$ cat config.mk
export PLATFORM = sky130hd
export DESIGN_NAME = cdmsc_ctrl
export DESIGN_NICKNAME = d
export VERILOG_FILES = /design/src/design/cdmsc_pkg.sv /design/src/design/cdmsc_ctrl.sv
export SDC_FILE = /design/constraint.sdc
export NUM_CORES = 1
export LEC_CHECK = 0
export ABC_AREA = 1
export BUFFER_PORTS_ARGS = -buffer_cell sky130_fd_sc_hd__clkbuf_2
export CORE_AREA = 2 2 39 41
export DETAILED_ROUTE_END_ITERATION = 16
export DIE_AREA = 0 0 41 43
export PLACE_DENSITY = 0.51
export REMOVE_ABC_BUFFERS = 1
export SLEW_MARGIN = 20
export SYNTH_ARGS = -nofsm -noshare
export SYNTH_HDL_FRONTEND = slang
export SYNTH_SLANG_ARGS = --single-unit
export TNS_END_PERCENT = 50
$ cat constraint.sdc
create_clock -name clk -period 3.4 [get_ports clk]
set_clock_uncertainty 0.2 [all_clocks]
set_input_delay 0.34 -clock clk [delete_from_list [all_inputs] [get_ports clk]]
set_output_delay 0.34 -clock clk [all_outputs]
set_load 0.02 [all_outputs]
$ cat src/design/cdmsc_pkg.sv
package cdmsc_pkg;

  localparam int ENTRIES_DEF = 4096;
  localparam int SIDES_DEF   = 2;

  localparam int KEY_W   = 64;
  localparam int SCORE_W = 32;
  localparam int CHK_W   = 32;
  localparam int SLOT_W  = KEY_W + SCORE_W + CHK_W;
  localparam int EU_W    = 13;
  localparam int CFG_AW  = 2;
  localparam int CFG_DW  = 32;

  localparam logic [CHK_W-1:0] CRC_SEED = 32'hFFFF_FFFF;
  localparam logic [CHK_W-1:0] CRC_POLY = 32'h82F6_3B78;

  // Configuration register indexes
  localparam logic [CFG_AW-1:0] REG_ENABLE  = 2'd0;
  localparam logic [CFG_AW-1:0] REG_ENTRIES = 2'd1;
  localparam logic [CFG_AW-1:0] REG_EMPTY   = 2'd2;

  localparam logic [EU_W-1:0]    ENTRIES_RST = 13'd4093;
  localparam logic [SCORE_W-1:0] EMPTY_RST   = 32'hFFFF_8000;

  // Request commands
  localparam logic CMD_PROBE  = 1'b0;
  localparam logic CMD_UPDATE = 1'b1;

  // Controller to datapath commands
  typedef struct packed {
    logic load_req;
    logic clr_start;
    logic clr_wr;
    logic upd_wr;
    logic rd_issue;
    logic crc_load_rd;
    logic probe_eval;
    logic load_out;
  } cmd_t;

  // Datapath to controller status
  typedef struct packed {
    logic clr_pend;
    logic enable;
    logic is_update;
    logic div_done;
    logic crc_done;
    logic clr_last;
    logic out_free;
  } sts_t;

  // One byte of reflected CRC32C
  function automatic logic [CHK_W-1:0] crc_byte(input logic [CHK_W-1:0] crc,
                                                input logic [7:0] data);
    logic [CHK_W-1:0] c;
    c = crc ^ {24'd0, data};
    for (int b = 0; b < 8; b++) begin
      c = c[0] ? ((c >> 1) ^ CRC_POLY) : (c >> 1);
    end
    return c;
  endfunction

endpackage

$ cat src/design/cdmsc_ctrl.sv
module cdmsc_ctrl (
  input  logic            clk,
  input  logic            rst_n,
  input  logic            in_valid,
  output logic            in_ready,
  input  cdmsc_pkg::sts_t sts,
  output cdmsc_pkg::cmd_t cmd
);
  import cdmsc_pkg::*;

  localparam logic [2:0] S_IDLE   = 3'd0;
  localparam logic [2:0] S_CLRCRC = 3'd1;
  localparam logic [2:0] S_CLR    = 3'd2;
  localparam logic [2:0] S_DIV    = 3'd3;
  localparam logic [2:0] S_RDW    = 3'd4;
  localparam logic [2:0] S_CHK    = 3'd5;
  localparam logic [2:0] S_RES    = 3'd6;

  logic [2:0] state_r;
  logic [2:0] state_nxt;

  always_ff @(posedge clk) begin
    if (!rst_n) begin
      state_r <= S_IDLE;
    end else begin
      state_r <= state_nxt;
    end
  end

  // Sequence one request or one clear sweep
  always_comb begin
    state_nxt = state_r;
    cmd       = '0;
    in_ready  = 1'b0;
    case (state_r)
      S_IDLE: begin
        in_ready = !sts.clr_pend;
        if (sts.clr_pend) begin
          cmd.clr_start = 1'b1;
          state_nxt = S_CLRCRC;
        end else if (in_valid) begin
          cmd.load_req = 1'b1;
          state_nxt = sts.enable ? S_DIV : S_RES;
        end
      end
      S_CLRCRC: begin
        if (sts.clr_pend) begin
          cmd.clr_start = 1'b1;
        end else if (sts.crc_done) begin
          state_nxt = S_CLR;
        end
      end
      S_CLR: begin
        if (sts.clr_pend) begin
          cmd.clr_start = 1'b1;
          state_nxt = S_CLRCRC;
        end else begin
          cmd.clr_wr = 1'b1;
          if (sts.clr_last) begin
            state_nxt = S_IDLE;
          end
        end
      end
      S_DIV: begin
        if (sts.div_done && sts.crc_done) begin
          if (sts.is_update) begin
            cmd.upd_wr = 1'b1;
            state_nxt = S_RES;
          end else begin
            cmd.rd_issue = 1'b1;
            state_nxt = S_RDW;
          end
        end
      end
      S_RDW: begin
        cmd.crc_load_rd = 1'b1;
        state_nxt = S_CHK;
      end
      S_CHK: begin
        if (sts.crc_done) begin
          cmd.probe_eval = 1'b1;
          state_nxt = S_RES;
        end
      end
      S_RES: begin
        if (sts.out_free) begin
          cmd.load_out = 1'b1;
          state_nxt = S_IDLE;
        end
      end
      default: state_nxt = S_IDLE;
    endcase
  end

endmodule

==> metrics.txt, run 1 <==
Post-CTS Setup Bufs=0; CTS Root Buffer Type=clkbuf_4; Fmax=0.553 GHz; first-pass GRT wire length=1340 um; Synth Area in Compound Gates=8.99%; Die X=41 um; Seq/Total Area, Yosys=17.3%; final worst slack=1.59 ns; TritonCTS clock tree=yes; TritonRoute pass-1 iters=3; Worst Setup EP=cmd[4]; R2R Path Start=state_r[1]; IO Count=19; worst-margin pin slew=0.343 ns; Async SR Flop Fraction=0%; Multi-input gate area=235 um^2; most common cell in the netlist=nand2_1; Synth Register Bits=3; max-cap violations=0; CP Launch Point=state_r[1]; routed vias=433; initial antenna violation count=0; worst r2r path cells=7; die area=1760 um^2; largest family of logic cells by synthesized area=simple AND/OR/NAND/NOR gates; Layout area overhead=36.0%; crit path time final=1.81 ns; clk buf depth=2; setup_tns=0 ns; reg2reg end=state_r[2]; placed cells=96; CTS H-Tree Depth=1; Post-Syn Area=348 um^2; Clk pin slew, worst setup/hold paths=0.04 ns; Num CTS Buffers=3; CP max FO=10; hold-fix buffer count after cts=0; storage element area=60.1 um^2; nature of the critical path startpoint=register; predominant post-synthesis flop cell=dfxtp_1; diode count=0; commonest cells in the netlist=nand2_1, nor2_1, inv_1; Reg2Reg Setup Slack=1.98 ns; design area=473 um^2; Core Util, Final=34.2%; Area after DPL=447 um^2; Core ar.=1380 um^2; P_leak=0.277 nW; HPWL Detailed=695 um; Gate Count Post-Synth=63; GRT Util Overall=10.9%; Syn. warnings=0; I/O Buffers=18; post-synthesis mux area share=0%; worst skew pair latency=0.23 ns; max reg flops=3; DRC=0; syn_area_per_cell=5.52 um^2; part of the cycle the worst path needs=53.2%; worst-case vdd ir drop=0.362 mV; final hold slack=0.149 ns; RSZ-0062 raised after global routing=false; Final Non-Filler Cells=100; Synth area leaders=dfxtp_1, nand2_1, nor2_1, inv_1, nand3_1; cts repair resizes=0; critical path class=register to output port; Final Hold Vio Count=0; worst hold-check path type=input pin to register; number of global-route vias before repair=366; Initial DRC Count=8; Fill cells=164; Antenna Violating Nets Remaining=0; Reg with most FFs=state_r; max_slew headroom=77.1%; Power, Total=0.361 mW; Crit. End Element=output port; layout cells sized above 1=39.3%; Yosys top cell by area=dfxtp_1; worst path required time=2.86 ns; Clock Sinks=3; Die H=43 um; Final GP Congestion=0.704; simple-gate area share of the yosys netlist=58.6%; Cell variety after synth=16; xor/xnor share of the synthesized area=0%; Pwr Density=764 nW/um^2; Avg WL per Cell=8.17 um; largest net degree at the start of global routing=11; worst path arrival time=1.27 ns; floorplan row count=14; grt ovf=0; via density per instance=4.33; post-synth top area share=17.3%; Regs by FF count=state_r (3); # nets final=95; # setup viols final=0; outcome=finished clean; Initial Util=25.1%; post-synthesis adder-cell area fraction=0%; pre-CTS WS=1.82 ns; Slew Viols, Final=0; WL final=817 um; EDFF count, synth=0
-- per-layer routing --
metal / global-route usage, % / wire length (um)
met2: 16.9 / 352
met5: 0 / 0
met1: 13.8 / 408
met4: 2.00 / 0
met3: 4.71 / 57
-- layout by cell type, fill, tap and decap left out, types with 2 or more instances in the layout --
master / instances
inv_1: 7
nand3_1: 4
nand2_2: 3
nand3_2: 2
nor3_1: 4
inv_2: 4
nand2_1: 15
dfxtp_1: 3
a21oi_1: 3
nor2_2: 2
nor2_1: 10
clkbuf_4: 3
clkbuf_2: 18
nand4_1: 2
-- report_power, final --
part / leakage [nW] / internal, mW / total [mW] / switching (mW)
Clock: 0.0150 / 0.0438 / 0.0602 / 0.0163
Combinational: 0.237 / 0.0812 / 0.216 / 0.135
Sequential: 0.0250 / 0.0506 / 0.0850 / 0.0344
Total: 0.277 / 0.176 / 0.361 / 0.185
-- worst min-delay path by stage --
| stage | to | depth (start not counted) | slack (ns) | from |
|---|---|---|---|---|
| after floorplan | state_r[1] | 2 | 0.26 | rst_n |
| after global placement | state_r[1] | 3 | 0.39 | rst_n |
| after detailed placement | state_r[1] | 3 | 0.39 | rst_n |
| after CTS | state_r[1] | 3 | 0.14 | rst_n |
| after global routing | state_r[1] | 3 | 0.16 | rst_n |
| final | state_r[1] | 3 | 0.15 | rst_n |
-- worst max-delay path: stages, from the launching register on --
cell and delay [ns]:
dfxtp_1 0.51, nand2_2 0.08, nor2_1 0.12, nand2_1 0.08, nor2_1 0.08, clkbuf_2 0.17
-- cell families (layout without fill, tap and decap cells) --
kind of cell | count (synthesis) | count (layout)
flops | 3 | 3
buf+inv | 12 | 33
simple gates | 43 | 43
compound gates | 5 | 5
-- layout make-up --
| class | instances | area share, % |
|---|---|---|
| Multi-Input combinational cell | 48 | 49.7 |
| Sequential cell | 3 | 12.7 |
| Inverter | 11 | 8.73 |
| Timing Repair Buffer | 18 | 19.0 |
| Tap cell | 16 | 4.23 |
| Clock buffer | 4 | 5.56 |
No activity file was read; power rests on OpenSTA's default activity.
==> run 2, diff against run 1 <==
==> constraint.sdc (replaced) <==
create_clock -name clk -period 1.9 [get_ports clk]
set_clock_uncertainty 0.2 [all_clocks]
set_input_delay 0.19 -clock clk [delete_from_list [all_inputs] [get_ports clk]]
set_output_delay 0.19 -clock clk [all_outputs]
set_load 0.02 [all_outputs]
==> run 2 against run 1 <==
Critical path depth stayed put. Critical path type unchanged. Clock power up 84%. Final area up 2.1%. Hold slack worse by 0.0044 ns. Routed wire length grew 2.9%. Via count up 1.2%.
==> metrics.txt, run 2 (synthesized netlist as in run 1, its figures left out) <==
CTS Root Buffer Type=clkbuf_4 (unchanged); outcome=finished clean (unchanged); Core ar.=1380 um^2 (unchanged); Clk pin slew, worst setup/hold paths=0.03 ns (was 0.04 ns); Final Hold Vio Count=0 (unchanged); GRT Util Overall=11.1% (was 10.9%); worst-margin pin slew=0.365 ns (was 0.343 ns); pre-CTS WS=0.448 ns (was 1.82 ns); Final GP Congestion=0.695 (was 0.704); Initial DRC Count=3 (was 8); CTS H-Tree Depth=1 (unchanged); Fmax=0.595 GHz; P_leak=0.281 nW (was 0.277 nW); max reg flops=3 (unchanged); grt ovf=0 (unchanged); Area after DPL=447 um^2 (unchanged); worst path required time=1.51 ns (was 2.86 ns); Die X=41 um (unchanged); I/O Buffers=18 (unchanged); RSZ-0062 raised after global routing=false (unchanged); via density per instance=4.34 (was 4.33); diode count=0 (unchanged); Num CTS Buffers=3 (unchanged); Reg with most FFs=state_r (unchanged); setup_tns=0 ns (unchanged); Final Non-Filler Cells=101 (was 100); Crit. End Element=output port (unchanged); worst hold-check path type=input pin to register (unchanged); Antenna Violating Nets Remaining=0 (unchanged); clk buf depth=2 (unchanged); Pwr Density=1340 nW/um^2 (was 764 nW/um^2); Regs by FF count=state_r (3) (unchanged); floorplan row count=14 (unchanged); placed cells=96 (unchanged); most frequent cells in the layout=clkbuf_2, nand2_1, nor2_1 (unchanged); crit path time final=1.68 ns; IO Count=19 (unchanged); Slew Viols, Final=0 (unchanged); worst-case vdd ir drop=0.589 mV (was 0.362 mV); HPWL Detailed=717 um (was 695 um); worst skew pair latency=0.23 ns (about the same); cts repair resizes=0 (unchanged); nature of the critical path startpoint=register (unchanged); Core Util, Final=34.9% (was 34.2%); die area=1760 um^2 (unchanged); DRC=0 (unchanged); Clock Sinks=3 (unchanged); TritonCTS clock tree=yes (unchanged); critical path class=register to output port (unchanged); Initial Util=25.1% (unchanged); number of global-route vias before repair=376 (was 366); max_slew headroom=75.7% (was 77.1%); commonest non-fill, non-tap cell in the layout=clkbuf_2 (unchanged); Die H=43 um (unchanged); Layout area overhead=38.8% (was 36.0%); initial antenna violation count=0 (unchanged); # nets final=96 (was 95); TritonRoute pass-1 iters=3 (unchanged); # setup viols final=0 (unchanged); max-cap violations=0 (unchanged); design area=483 um^2 (was 473 um^2); layout cells sized above 1=38.8% (was 39.3%); WL final=841 um (was 817 um); routed vias=438 (was 433); largest net degree at the start of global routing=11 (unchanged); first-pass GRT wire length=1360 um (was 1340 um); worst path arrival time=1.29 ns (was 1.27 ns); final worst slack=0.220 ns (was 1.59 ns); part of the cycle the worst path needs=88.4%; CP max FO=10 (unchanged); Avg WL per Cell=8.33 um (was 8.17 um)
## run 2: cell count changes in the layout (fill, tap and decap cells not counted), sizes merged
cell	change
dlygate4sd3	+1
## run 2: worst paths after layout
path | startpoint | depth (start not counted) | endpoint | slack, ns
hold reg to reg | state_r[2] | 2 | state_r[2] | 0.40
hold / removal | sts[4] | 5 | state_r[1] | 0.14
setup reg to reg | state_r[1] | 7 | state_r[1] | 0.46
setup / recovery | state_r[1] | 5 | cmd[4] | 0.22
## run 2: routing by layer
metal  wire [um]  part of all wire, %  up-vias  GRT usage, %
met3          54                  6.4        0          1.57
met1         389                   46      186          13.5
met2         397                   47       11          17.8
met5           0                    0        -             0
li1            -                    -      241             -
met4           0                    0        0          6.00
## run 2: cell type report
type	instances	area (um^2)
clock buffer	4	26.3
fill	168	901
sequential	3	60.1
multi-input combinational	48	235
tap	16	20.0
timing repair buffer	19	100
inverter	11	41.3
## run 2: critical path, cell delays in order, from the launching register on
cell,delay [ns]
dfxtp_1,0.53
nand2_2,0.08
nor2_1,0.12
nand2_1,0.08
nor2_1,0.08
clkbuf_2,0.17
## run 2: what timing repair did
item / in CTS / in global routing
endpoints found under the hold margin: 3 / 0
hold buffers: 1 / 0
setup buffers: 0 / 0
## run 2: per-stage QoR
stage | total power [mW] | hold slack [ns]
after floorplan | 0.445 | 0.110
after global routing | 0.729 | 0.187
final | 0.649 | 0.145
after CTS | 0.663 | 0.147
after detailed placement | 0.542 | 0.235
after global placement | 0.547 | 0.231
## run 2: report_power, final
group | internal (mW) | leakage (nW) | switching [mW]
Sequential | 0.0905 | 0.0250 | 0.0624
Combinational | 0.147 | 0.241 | 0.238
Clock | 0.0787 | 0.0150 | 0.0324
==> run 3, diff against run 2 <==
--- a/config.mk
+++ b/config.mk
@@ -12,6 +12,7 @@
 export DIE_AREA = 0 0 41 43
 export PLACE_DENSITY = 0.51
 export REMOVE_ABC_BUFFERS = 1
+export SKIP_LAST_GASP = 1
 export SLEW_MARGIN = 20
 export SYNTH_ARGS = -nofsm -noshare
 export SYNTH_HDL_FRONTEND = slang
==> constraint.sdc (replaced) <==
create_clock -name clk -period 1.6 [get_ports clk]
set_clock_uncertainty 0.2 [all_clocks]
set_input_delay 0.16 -clock clk [delete_from_list [all_inputs] [get_ports clk]]
set_output_delay 0.16 -clock clk [all_outputs]
set_load 0.02 [all_outputs]
==> run 3 against run 2 <==
Core utilization is 0.45 points higher. Die area stayed put. Sequential share of layout area is 0.61 points higher. First-iteration DRC count is 130% higher. Power is 21% higher. Via count is 1.8% higher. Clock power is 19% higher. Final area is 1.3% higher. Critical path type unchanged. Largest power group unchanged.
==> metrics.txt, run 3 (synthesized netlist as in run 1, its figures left out) <==
Die X=41 um (unchanged); most frequent cells in the layout=clkbuf_2, nand2_1, nor2_1 (unchanged); final worst slack=0.0633 ns (was 0.220 ns); IO Count=19 (unchanged); Multi-input gate area=238 um^2 (was 235 um^2); # setup viols final=0 (unchanged); Die H=43 um (unchanged); TritonRoute pass-1 iters=3 (unchanged); routed vias=446 (was 438); P_leak=0.283 nW (was 0.281 nW); Clock Sinks=3 (unchanged); first-pass GRT wire length=1370 um (was 1360 um); TritonCTS clock tree=yes (unchanged); number of global-route vias before repair=376 (unchanged); die area=1760 um^2 (unchanged); worst skew pair latency=0.23 ns (about the same); max reg flops=3 (unchanged); I/O Buffers=18 (unchanged); Core ar.=1380 um^2 (unchanged); Regs by FF count=state_r (3) (unchanged); max_slew headroom=86.5% (was 75.7%); via density per instance=4.42 (was 4.34); RSZ-0062 raised after global routing=true (was false); reg2reg end=state_r[1] (unchanged); outcome=finished clean (unchanged); CTS Root Buffer Type=clkbuf_4 (unchanged); worst r2r path cells=7 (unchanged); Fill cells=169 (was 168); Reg2Reg Setup Slack=0.24 ns (was 0.46 ns); setup_tns=0 ns (unchanged); CTS H-Tree Depth=1 (unchanged); worst hold endpoint=state_r[1] (unchanged); Clk pin slew, worst setup/hold paths=0.03 ns (about the same); R2R Path Start=state_r[2] (was state_r[1]); HPWL Detailed=717 um (unchanged); GRT Util Overall=11.2% (was 11.1%); diode count=0 (unchanged); part of the cycle the worst path needs=96.0%; # nets final=96 (unchanged); nature of the critical path startpoint=register (unchanged); WL final=864 um (was 841 um); Post-CTS Setup Bufs=0 (unchanged); worst path arrival time=1.18 ns (was 1.29 ns); worst hold path depth=5 (unchanged); Reg with most FFs=state_r (unchanged); Final GP Congestion=0.695 (about the same); commonest non-fill, non-tap cell in the layout=clkbuf_2 (unchanged); Crit. End Element=output port (unchanged); Fmax=0.651 GHz; worst-case vdd ir drop=0.674 mV (was 0.589 mV); clk buf depth=2 (unchanged); layout cells sized above 1=43.5% (was 38.8%); initial antenna violation count=0 (unchanged); floorplan row count=14 (unchanged); Hold Crit Start=sts[4] (unchanged); Num CTS Buffers=3 (unchanged); max-cap violations=0 (unchanged); worst hold-check path type=input pin to register (unchanged); largest net degree at the start of global routing=11 (unchanged); Initial DRC Count=7 (was 3); storage element area=63.8 um^2 (was 60.1 um^2); critical path class=register to output port (unchanged); Layout area overhead=40.6% (was 38.8%); pre-CTS WS=0.148 ns (was 0.448 ns); worst path required time=1.24 ns (was 1.51 ns); Final Hold Vio Count=0 (unchanged); CP max FO=10 (unchanged); worst-margin pin slew=0.203 ns (was 0.365 ns); Initial Util=25.1% (unchanged); crit path time final=1.54 ns; grt ovf=0 (unchanged); Slew Viols, Final=0 (unchanged); Antenna Violating Nets Remaining=0 (unchanged); Pwr Density=1600 nW/um^2 (was 1340 nW/um^2); Avg WL per Cell=8.55 um (was 8.33 um); Core Util, Final=35.4% (was 34.9%); DRC=0 (unchanged)
[run 3: worst max-delay path by stage]
stage               startpoint          to  slack [ns]  cells past startpoint
floorplan           state_r[1]      cmd[3]        0.17                      2
global placement    state_r[2]  state_r[1]        0.17                      7
detailed placement  state_r[1]  state_r[1]        0.15                      7
CTS                 state_r[2]      cmd[7]        0.04                      4
global route        state_r[1]      cmd[4]      -0.007                      5
finish              state_r[1]      cmd[4]        0.06                      5
[run 3: final cells by class]
cell class / instances / area share [%]
multi-input combinational: 48 / 48.6
inverter: 11 / 8.44
clock buffer: 4 / 5.37
sequential: 3 / 13.0
timing repair buffer: 19 / 20.5
tap: 16 / 4.09
[run 3: what timing repair did]
| action | 4_1_cts | 5_1_grt |
|---|---|---|
| pin swaps | 0 | 0 |
| hold endpoints to repair | 3 | 0 |
| setup endpoints to repair | 4 | 5 |
| hold buffers | 1 | 0 |
| resized for setup | 2 | 3 |
| cloned | 0 | 0 |
[run 3: per-stage QoR]
stage	cell area, um^2	std cells	hold slack (ns)	power [mW]
2_1_floorplan	337	62	0.0804	0.528
3_3_place_gp	447	96	0.201	0.650
3_5_place_dp	447	96	0.205	0.643
4_1_cts	485	101	0.117	0.793
5_1_grt	489	101	0.157	0.878
6_report	489	101	0.116	0.785
[run 3: worst max-delay path, stage by stage (launching register included)]
cell	delay, ns
dfxtp_2	0.43
nand2_2	0.07
nor2_1	0.11
nand2_1	0.08
nor2_1	0.08
clkbuf_2	0.17
[run 3: power breakdown]
group | switching, mW | internal, mW | leakage (nW) | total (mW)
Sequential | 0.0772 | 0.115 | 0.0258 | 0.192
Combinational | 0.285 | 0.176 | 0.243 | 0.461
Clock | 0.0385 | 0.0934 | 0.0150 | 0.132
Total | 0.401 | 0.384 | 0.283 | 0.785
[run 3: routing by layer]
metal	global-route usage, %	up-vias	routed length (um)
li1	-	241	-
met1	13.5	194	392
met2	18.1	11	417
met3	1.57	0	54
met4	6.00	0	0
met5	0	-	0
